$ cat config.mk
export PLATFORM = sky130hd
export DESIGN_NAME = gqr_ctrl
export DESIGN_NICKNAME = d
export VERILOG_FILES = /design/src/design/gqr_pkg.sv /design/src/design/gqr_ctrl.sv
export VERILOG_INCLUDE_DIRS = /design/src /design/src/design
export SDC_FILE = /design/constraint.sdc
export NUM_CORES = 1
export LEC_CHECK = 0
export BUFFER_PORTS_ARGS = -buffer_cell sky130_fd_sc_hd__buf_2
export CORE_UTILIZATION = 30
export CTS_BUF_LIST = sky130_fd_sc_hd__clkbuf_8
export DETAILED_ROUTE_END_ITERATION = 12
export PLACE_DENSITY_LB_ADDON = 0.15
export REMOVE_ABC_BUFFERS = 1
export SYNTH_ARGS = -nofsm -noshare
export SYNTH_HDL_FRONTEND = slang
export SYNTH_SLANG_ARGS = --single-unit
export TNS_END_PERCENT = 20
$ cat constraint.sdc
create_clock -name clk_i -period 5.1 [get_ports clk_i]
set_input_delay 0.51 -clock clk_i [delete_from_list [all_inputs] [get_ports clk_i]]
set_output_delay 0.51 -clock clk_i [all_outputs]
set_load 0.01 [all_outputs]
$ cat src/design/assert_macros.svh
// Assertion helpers used by the RTL control file.
`ifndef ASSERT_MACROS_SVH
`define ASSERT_MACROS_SVH

// Property checked at every rising clock edge outside reset.
`define GQR_ASSERT(lbl, prop, msg) \
  lbl: assert property (@(posedge clk_i) disable iff (!rst_ni) prop) else $error(msg);

// Same-cycle implication checked outside reset.
`define GQR_ASSERT_IMP(lbl, ante, cons, msg) \
  lbl: assert property (@(posedge clk_i) disable iff (!rst_ni) (ante) |-> (cons)) else $error(msg);

`endif

$ cat src/design/gqr_pkg.sv
package gqr_pkg;

  localparam int MAX_DIM    = 16;
  localparam int FRAC_BITS  = 16;
  localparam int IDX_W      = 4;
  localparam int DATA_W     = 32;
  localparam int DIM_W      = 5;
  localparam int CS_W       = FRAC_BITS + 2;
  localparam int NUM_W      = FRAC_BITS + DATA_W;
  localparam int DIV_STEPS  = NUM_W;
  localparam int SQRT_STEPS = 32;
  localparam int CNT_W      = 6;
  localparam int ADDR_W     = 2 * IDX_W;

  localparam logic [DATA_W-1:0] ONE_FX = DATA_W'(64'd1 << FRAC_BITS);

  // register indexes on the config port
  localparam logic REG_ACTIVE_FEATURES = 1'b0;
  localparam logic REG_ADD_INTERCEPT   = 1'b1;

  typedef enum logic [1:0] {
    OP_LOAD   = 2'd0,
    OP_UPDATE = 2'd1,
    OP_READ_R = 2'd2,
    OP_READ_P = 2'd3
  } op_e;

  typedef enum logic [1:0] {
    MM_SQ   = 2'd0,
    MM_ROT1 = 2'd1,
    MM_ROT2 = 2'd2
  } mul_mode_e;

  typedef enum logic [1:0] {
    RS_RESP = 2'd0,
    RS_MEM  = 2'd1,
    RS_PROJ = 2'd2
  } res_sel_e;

  typedef struct packed {
    logic             load_row;
    logic             start_upd;
    logic [IDX_W-1:0] ra;
    logic [IDX_W-1:0] ca;
    logic             ld_mem;
    logic             ld_proj;
    logic             mul_first;
    logic             mul_second;
    logic             acc_add;
    mul_mode_e        mode;
    logic             sqrt_init;
    logic             sqrt_step;
    logic             sqrt_fin;
    logic             div_init;
    logic             div_sn;
    logic             div_step;
    logic             div_fin;
    logic             wr_r;
    logic             wr_work;
    logic             wr_proj;
    logic             wr_resp;
    logic             res_cap;
    res_sel_e         res_sel;
    logic             push;
  } gqr_cmd_t;

endpackage

$ cat src/design/gqr_ctrl.sv
`include "assert_macros.svh"

module gqr_ctrl import gqr_pkg::*; (
  input  logic             clk_i,
  input  logic             rst_ni,
  input  logic             in_valid_i,
  input  logic [1:0]       op_i,
  input  logic [IDX_W-1:0] col_index_i,
  input  logic [IDX_W-1:0] row_index_i,
  input  logic [DIM_W-1:0] dim_i,
  input  logic             lower_zero_i,
  input  logic             out_stall_i,
  output logic             in_stall_o,
  output logic             out_valid_o,
  output gqr_cmd_t         cmd_o
);

  typedef enum logic [23:0] {
    S_IDLE = 24'h000001, S_RD   = 24'h000002, S_FIN  = 24'h000004,
    S_PUSH = 24'h000008, S_JRD  = 24'h000010, S_JLD  = 24'h000020,
    S_JCHK = 24'h000040, S_M1   = 24'h000080, S_M2   = 24'h000100,
    S_M3   = 24'h000200, S_SQI  = 24'h000400, S_SQ   = 24'h000800,
    S_SQF  = 24'h001000, S_DVI  = 24'h002000, S_DV   = 24'h004000,
    S_DVF  = 24'h008000, S_CRD  = 24'h010000, S_CLD  = 24'h020000,
    S_WR   = 24'h040000, S_WW   = 24'h080000, S_PLD  = 24'h100000,
    S_WP   = 24'h200000, S_WS   = 24'h400000, S_JNX  = 24'h800000
  } state_e;

  typedef enum logic [2:0] {
    PH_SQ = 3'd0, PH_R = 3'd1, PH_W = 3'd2, PH_P = 3'd3, PH_S = 3'd4
  } phase_e;

  state_e           state_q, state_d;
  phase_e           ph_q, ph_d;
  logic [IDX_W-1:0] j_q, j_d, c_q, c_d;
  logic [CNT_W-1:0] cnt_q, cnt_d;
  logic             dsn_q, dsn_d;
  logic             out_valid_q, out_valid_d;
  logic             out_free;
  logic [DIM_W-1:0] last;
  gqr_cmd_t         cmd;

  assign out_free = !out_valid_q || !out_stall_i;
  assign last     = dim_i - DIM_W'(1);

  // next state and commands
  always_comb begin
    state_d = state_q;
    ph_d    = ph_q;
    j_d     = j_q;
    c_d     = c_q;
    cnt_d   = cnt_q;
    dsn_d   = dsn_q;
    cmd     = '0;
    cmd.ra  = j_q;
    cmd.ca  = c_q;
    cmd.div_sn = dsn_q;
    case (ph_q)
      PH_SQ:       cmd.mode = MM_SQ;
      PH_R, PH_P:  cmd.mode = MM_ROT1;
      default:     cmd.mode = MM_ROT2;
    endcase
    case (state_q)
      S_IDLE: begin
        cmd.ra = row_index_i;
        cmd.ca = col_index_i;
        if (in_valid_i) begin
          case (op_e'(op_i))
            OP_LOAD: cmd.load_row = 1'b1;
            OP_UPDATE: begin
              cmd.start_upd = 1'b1;
              j_d = '0;
              state_d = (dim_i == '0) ? S_FIN : S_JRD;
            end
            OP_READ_R: state_d = S_RD;
            default: begin
              cmd.res_cap = 1'b1;
              cmd.res_sel = RS_PROJ;
              state_d = S_PUSH;
            end
          endcase
        end
      end
      S_RD: begin
        cmd.res_cap = 1'b1;
        cmd.res_sel = RS_MEM;
        state_d = S_PUSH;
      end
      S_FIN: begin
        cmd.res_cap = 1'b1;
        cmd.res_sel = RS_RESP;
        state_d = S_PUSH;
      end
      S_PUSH: begin
        if (out_free) begin
          cmd.push = 1'b1;
          state_d = S_IDLE;
        end
      end
      S_JRD: begin
        cmd.ca = j_q;
        state_d = S_JLD;
      end
      S_JLD: begin
        cmd.ca = j_q;
        cmd.ld_mem = 1'b1;
        state_d = S_JCHK;
      end
      S_JCHK: begin
        if (lower_zero_i) begin
          state_d = S_JNX;
        end else begin
          ph_d = PH_SQ;
          state_d = S_M1;
        end
      end
      S_M1: begin
        cmd.mul_first = 1'b1;
        state_d = S_M2;
      end
      S_M2: begin
        cmd.mul_second = 1'b1;
        state_d = S_M3;
      end
      S_M3: begin
        cmd.acc_add = 1'b1;
        case (ph_q)
          PH_SQ:   state_d = S_SQI;
          PH_R:    state_d = S_WR;
          PH_W:    state_d = S_WW;
          PH_P:    state_d = S_WP;
          default: state_d = S_WS;
        endcase
      end
      S_SQI: begin
        cmd.sqrt_init = 1'b1;
        cnt_d = '0;
        state_d = S_SQ;
      end
      S_SQ: begin
        cmd.sqrt_step = 1'b1;
        cnt_d = cnt_q + CNT_W'(1);
        if (cnt_q == CNT_W'(SQRT_STEPS - 1)) begin
          state_d = S_SQF;
        end
      end
      S_SQF: begin
        cmd.sqrt_fin = 1'b1;
        dsn_d = 1'b0;
        state_d = S_DVI;
      end
      S_DVI: begin
        cmd.div_init = 1'b1;
        cnt_d = '0;
        state_d = S_DV;
      end
      S_DV: begin
        cmd.div_step = 1'b1;
        cnt_d = cnt_q + CNT_W'(1);
        if (cnt_q == CNT_W'(DIV_STEPS - 1)) begin
          state_d = S_DVF;
        end
      end
      S_DVF: begin
        cmd.div_fin = 1'b1;
        if (!dsn_q) begin
          dsn_d = 1'b1;
          state_d = S_DVI;
        end else begin
          dsn_d = 1'b0;
          c_d = j_q;
          state_d = S_CRD;
        end
      end
      S_CRD: state_d = S_CLD;
      S_CLD: begin
        cmd.ld_mem = 1'b1;
        ph_d = PH_R;
        state_d = S_M1;
      end
      S_WR: begin
        cmd.wr_r = 1'b1;
        ph_d = PH_W;
        state_d = S_M1;
      end
      S_WW: begin
        cmd.wr_work = 1'b1;
        if (DIM_W'(c_q) == last) begin
          state_d = S_PLD;
        end else begin
          c_d = c_q + IDX_W'(1);
          state_d = S_CRD;
        end
      end
      S_PLD: begin
        cmd.ld_proj = 1'b1;
        ph_d = PH_P;
        state_d = S_M1;
      end
      S_WP: begin
        cmd.wr_proj = 1'b1;
        ph_d = PH_S;
        state_d = S_M1;
      end
      S_WS: begin
        cmd.wr_resp = 1'b1;
        state_d = S_JNX;
      end
      S_JNX: begin
        if (DIM_W'(j_q) == last) begin
          state_d = S_FIN;
        end else begin
          j_d = j_q + IDX_W'(1);
          state_d = S_JRD;
        end
      end
      default: state_d = S_IDLE;
    endcase
  end

  // output valid flag
  always_comb begin
    out_valid_d = out_valid_q;
    if (cmd.push) begin
      out_valid_d = 1'b1;
    end else if (out_valid_q && !out_stall_i) begin
      out_valid_d = 1'b0;
    end
  end

  always_ff @(posedge clk_i or negedge rst_ni) begin
    if (!rst_ni) begin
      state_q     <= S_IDLE;
      ph_q        <= PH_SQ;
      j_q         <= '0;
      c_q         <= '0;
      cnt_q       <= '0;
      dsn_q       <= 1'b0;
      out_valid_q <= 1'b0;
    end else begin
      state_q     <= state_d;
      ph_q        <= ph_d;
      j_q         <= j_d;
      c_q         <= c_d;
      cnt_q       <= cnt_d;
      dsn_q       <= dsn_d;
      out_valid_q <= out_valid_d;
    end
  end

  assign in_stall_o  = (state_q != S_IDLE);
  assign out_valid_o = out_valid_q;
  assign cmd_o       = cmd;

  `GQR_ASSERT_IMP(a_push_free, cmd.push, !out_valid_q || !out_stall_i, "push into full output")
  `GQR_ASSERT_IMP(a_col_range, state_q == S_CRD, c_q >= j_q && DIM_W'(c_q) < dim_i, "column out of range")
  `GQR_ASSERT(a_div_count, (state_q == S_DV) |-> (cnt_q < CNT_W'(DIV_STEPS)), "divider overrun")

endmodule
==> results.toml <==
[power]
seq_power_share_pct = 35.4
internal-power_w = 0.0006686
report.power.total_w = 0.001129
ir_drop_uv = 111.1
power.static_leakage_nw = 1.872
combPwrFrac_pct = 43.1
clock_power_share_pct = 21.5
switching_share_pct = 40.78
power.density_cell_area_mw_per_mm2 = 312.0
netSwitchingPower_w = 0.0004604

[worst_setup_path]
r2r_setup_slack_ns = 2.35
critical_path_buf_inv_count = 1
slowest_stage = "sky130_fd_sc_hd__nor4_1"
worst_path_most_repeated_cell = "sky130_fd_sc_hd__nand2_1"
r2r_cells = 6
timing.critical_path.cells = "nor4_1 -> nand3_1 -> nor3_1 -> nor2_1 -> nand2_1 -> nand2_1 -> buf_2"
type_of_element_capturing_the_critical_path = "output pin"
r2r_start = "state_q[20]$_DFFE_PN0P_"
worst-path-stages = 7
slowest_delay_ns = 0.74
critPathMaxFanout = 7
setup.worst_path.start_class = "register"
crit_type = "reg2out"
critical_path_arrival_ns = 2.88
critical-path-top-delay-family = "simple AND/OR/NAND/NOR gates"
cp.required_ns = 4.59
worst_flop_to_flop_path_endpoint = "j_q[0]$_DFFE_PN0P_"

[yosys]
post_synthesis_share_of_cell_area_spent_on_xor_and_xnor_gates_pct = 5.024
post_synth_num_cell_types = 67
yosys.area_share.simple_pct = 36.16
dominant_combinational_cell_family_by_area_after_synthesis = "simple AND/OR/NAND/NOR gates"
number_of_enable_flip_flop_cells_after_synthesis = 0
synth-seq-cells = 43
avgSynthCellArea_um2 = 9.011
synthMuxAreaShare_pct = 2.097
syn_area_mm2 = 0.003163
synth-async-reset-ratio_pct = 100.0
synthesis.instances = 351
synth-warning-count = 0
synth_compound_area_share_pct = 14.20
synth.yosys.seq_area_share_pct = 34.06
synth-adder-area-share_pct = 3.560
ys.flop_type = "sky130_fd_sc_hd__dfrtp_1"

[placed_design]
placed_instance_area_mm2 = 0.003518
detailed_place_hpwl_um = 6592
placed_cells = 528
port_buffer_cells = 53
routability_congestion_estimate = 0.8527

[timing]
setup_viol_count_final = 0
fin_worst_skew_ns = 0.006572
number_of_pins_exceeding_their_max_slew_limit_in_the_final_report = 0
finalHoldViolCount = 0
slew_headroom_pct = 32.60
final_critical_period_ns = 3.389
fraction_of_the_cycle_the_final_worst_path_needs_pct = 66.45
timing.setup.tns_ns = 0
worstMarginPinSlew_ns = 1.011
unrepaired_setup_endpoints_after_global_routing = "false"
max_freq_mhz = 295.1

[global_route]
number_of_global_route_vias_before_repair = 2687
global_route.usage.met1_pct = 22.90
pin_count_of_the_biggest_net_entering_global_routing = 44
global_route.usage.met3_pct = 2.932
global_route.overflow_total = 0
grt_antenna_before_repair = 0
grt_busiest_layer = "met2"
wire_length_of_the_first_global_routing_pass_um = 14120
grt.total_usage_pct = 16.30
gr-usage-met2_pct = 25.83

[drt]
vias_per_cell = 5.265
num_vias = 2822
wire_per_inst_um = 16.16
drt_first_pass_iters = 4
drt_iter0_drc = 116
antenna_violating_nets_post_route = 0
wl_um = 8662
drc_errors = 0

[clock_network]
ctsRootBufferMaster = "sky130_fd_sc_hd__clkbuf_8"
numCtsBuffers = 5
clock_latency_ns = 0.30
cts.sinks = 43
clk_pin_slew_ns = 0.09
post-cts-setup-buffers = 0
clockBufferDepth = 2
hold_buffers = 0
ctsResizeCount = 0
h-tree-depth = 2
cts_tree = "yes"

[floorplanning]
ios = 54
fp.dieW_um = 104.7
num_rows = 37
die_height_um = 104.7
core_region_area_mm2 = 0.01028
die_area_mm2 = 0.01096
start_util_pct = 30.78

[finish]
final-seq-area_mm2 = 0.001077
final_cell_area_mm2 = 0.003618
diodes = 0
finish.cell_count_without_fillers = 536
multi_input_area_mm2 = 0.001931
post_route_cells_drive_above_1_share_pct = 22.50
fin_util_pct = 35.21
fin_nets = 428
number_of_inserted_filler_cells_in_the_final_layout = 1108
synthToLayoutAreaGrowth_pct = 14.40

[outcome]
outcome = "complete, no violations"

[hold_path]
hp-class = "in2async"

[run]
max_cap_viol_count = 0
## cells in the mapped netlist (3+ instances only)
cell type | count | area share, %
sky130_fd_sc_hd__and3_1 | 11 | 2.2
sky130_fd_sc_hd__nand2_1 | 33 | 3.9
sky130_fd_sc_hd__and4_1 | 5 | 1.4
sky130_fd_sc_hd__and2_1 | 6 | 1.2
sky130_fd_sc_hd__nand3_1 | 14 | 2.2
sky130_fd_sc_hd__nor3b_1 | 10 | 2.4
sky130_fd_sc_hd__a22o_1 | 3 | 0.83
sky130_fd_sc_hd__o21ai_1 | 9 | 1.4
sky130_fd_sc_hd__ha_1 | 9 | 3.6
sky130_fd_sc_hd__o21ai_0 | 7 | 1.1
sky130_fd_sc_hd__mux2_2 | 5 | 1.8
sky130_fd_sc_hd__nand4_1 | 10 | 2.0
sky130_fd_sc_hd__dfrtp_1 | 42 | 33
sky130_fd_sc_hd__nor2_1 | 30 | 3.6
sky130_fd_sc_hd__nor3_1 | 14 | 2.2
sky130_fd_sc_hd__a21oi_1 | 9 | 1.4
sky130_fd_sc_hd__nor4_1 | 12 | 2.4
sky130_fd_sc_hd__o32ai_1 | 4 | 1.1
sky130_fd_sc_hd__buf_2 | 4 | 0.63
sky130_fd_sc_hd__inv_1 | 18 | 2.1
sky130_fd_sc_hd__a211o_1 | 3 | 0.83
sky130_fd_sc_hd__or2_2 | 4 | 0.79
sky130_fd_sc_hd__a22oi_1 | 4 | 0.95
sky130_fd_sc_hd__or4_1 | 4 | 0.95
sky130_fd_sc_hd__a21o_1 | 3 | 0.71
sky130_fd_sc_hd__o21bai_1 | 3 | 0.71
sky130_fd_sc_hd__xnor2_1 | 8 | 2.2
sky130_fd_sc_hd__xor2_1 | 5 | 1.4
sky130_fd_sc_hd__nand2b_1 | 6 | 1.2
sky130_fd_sc_hd__nor4_4 | 5 | 3.4
sky130_fd_sc_hd__buf_4 | 4 | 0.95
## layout by cell type (no fill, tap or decap), types with 8 or more instances in the layout
| master | n |
|---|---|
| sky130_fd_sc_hd__a21oi_1 | 9 |
| sky130_fd_sc_hd__and3_1 | 11 |
| sky130_fd_sc_hd__buf_2 | 53 |
| sky130_fd_sc_hd__dfrtp_1 | 42 |
| sky130_fd_sc_hd__ha_1 | 9 |
| sky130_fd_sc_hd__inv_1 | 19 |
| sky130_fd_sc_hd__nand2_1 | 33 |
| sky130_fd_sc_hd__nand3_1 | 14 |
| sky130_fd_sc_hd__nand4_1 | 10 |
| sky130_fd_sc_hd__nor2_1 | 30 |
| sky130_fd_sc_hd__nor3_1 | 14 |
| sky130_fd_sc_hd__nor3b_1 | 10 |
| sky130_fd_sc_hd__nor4_1 | 12 |
| sky130_fd_sc_hd__o21ai_1 | 9 |
| sky130_fd_sc_hd__xnor2_1 | 8 |
## layer usage
layer / up-vias / share of wire [%] / wire [um]
li1: 1384 / - / -
met1: 1372 / 49 / 4267
met2: 58 / 46 / 3976
met3: 8 / 3.9 / 339
met4: 0 / 0.91 / 79
met5: - / 0 / 0
## flip-flops by register name (all words and copies together), names as in the netlist
register and cells:
c_q 4, cnt_q 6, dsn_q 1, j_q 4, out_valid_o 1, ph_q 3
state_q 24
## per-stage QoR
step,hold slack (ns),setup WS [ns]
after floorplan,0.2144,2.541
after global placement,0.4714,2.111
after detailed placement,0.4800,2.062
after CTS,0.4194,1.712
after global routing,0.4631,1.458
final,0.3739,1.711
## worst max path at each step
stage                                  from        end
floorplan            state_q[6]$_DFFE_PN0P_  cmd_o[26]
global placement    state_q[20]$_DFFE_PN0P_  cmd_o[24]
detailed placement  state_q[20]$_DFFE_PN0P_  cmd_o[22]
CTS                 state_q[20]$_DFFE_PN0P_  cmd_o[22]
global route        state_q[20]$_DFFE_PN0P_  cmd_o[24]
finish              state_q[20]$_DFFE_PN0P_  cmd_o[24]
## cells by family after synthesis
| family | count (synthesis) |
|---|---|
| AOI/OAI and AO/OA | 61 |
| buffers and inverters | 32 |
| DFF | 43 |
| adders and majority gates | 9 |
| xor gates and xnor gates | 15 |
| and+or+nand+nor | 185 |
| muxes | 6 |
## area by class of cell
cell class	instances	share of cell area [%]
sequential	43	29.77
multi-input combinational	276	53.35
timing repair buffer	53	7.331
inverter	20	2.075
clock inverter	1	0.1037
tap	136	4.703
clock buffer	7	2.663
## power groups by stage
stage          clock network (W)  registers, W  logic (W)
2_1_floorplan                  0      0.000395   0.000339
3_3_place_gp                   0      0.000405   0.000483
3_5_place_dp                   0      0.000406   0.000487
4_1_cts                 0.000252      0.000399   0.000489
5_1_grt                 0.000264      0.000403   0.000539
6_report                0.000242      0.000400   0.000487
## worst register-to-register path, cell delays in order (launching register included)
cell	delay (ns)
sky130_fd_sc_hd__dfrtp_1	0.45
sky130_fd_sc_hd__or4_1	0.67
sky130_fd_sc_hd__nor3_1	0.34
sky130_fd_sc_hd__and3_1	0.52
sky130_fd_sc_hd__and3_1	0.25
sky130_fd_sc_hd__o21ai_0	0.11
sky130_fd_sc_hd__mux2_2	0.30
Note: power is estimated with default switching activity, not from simulation.
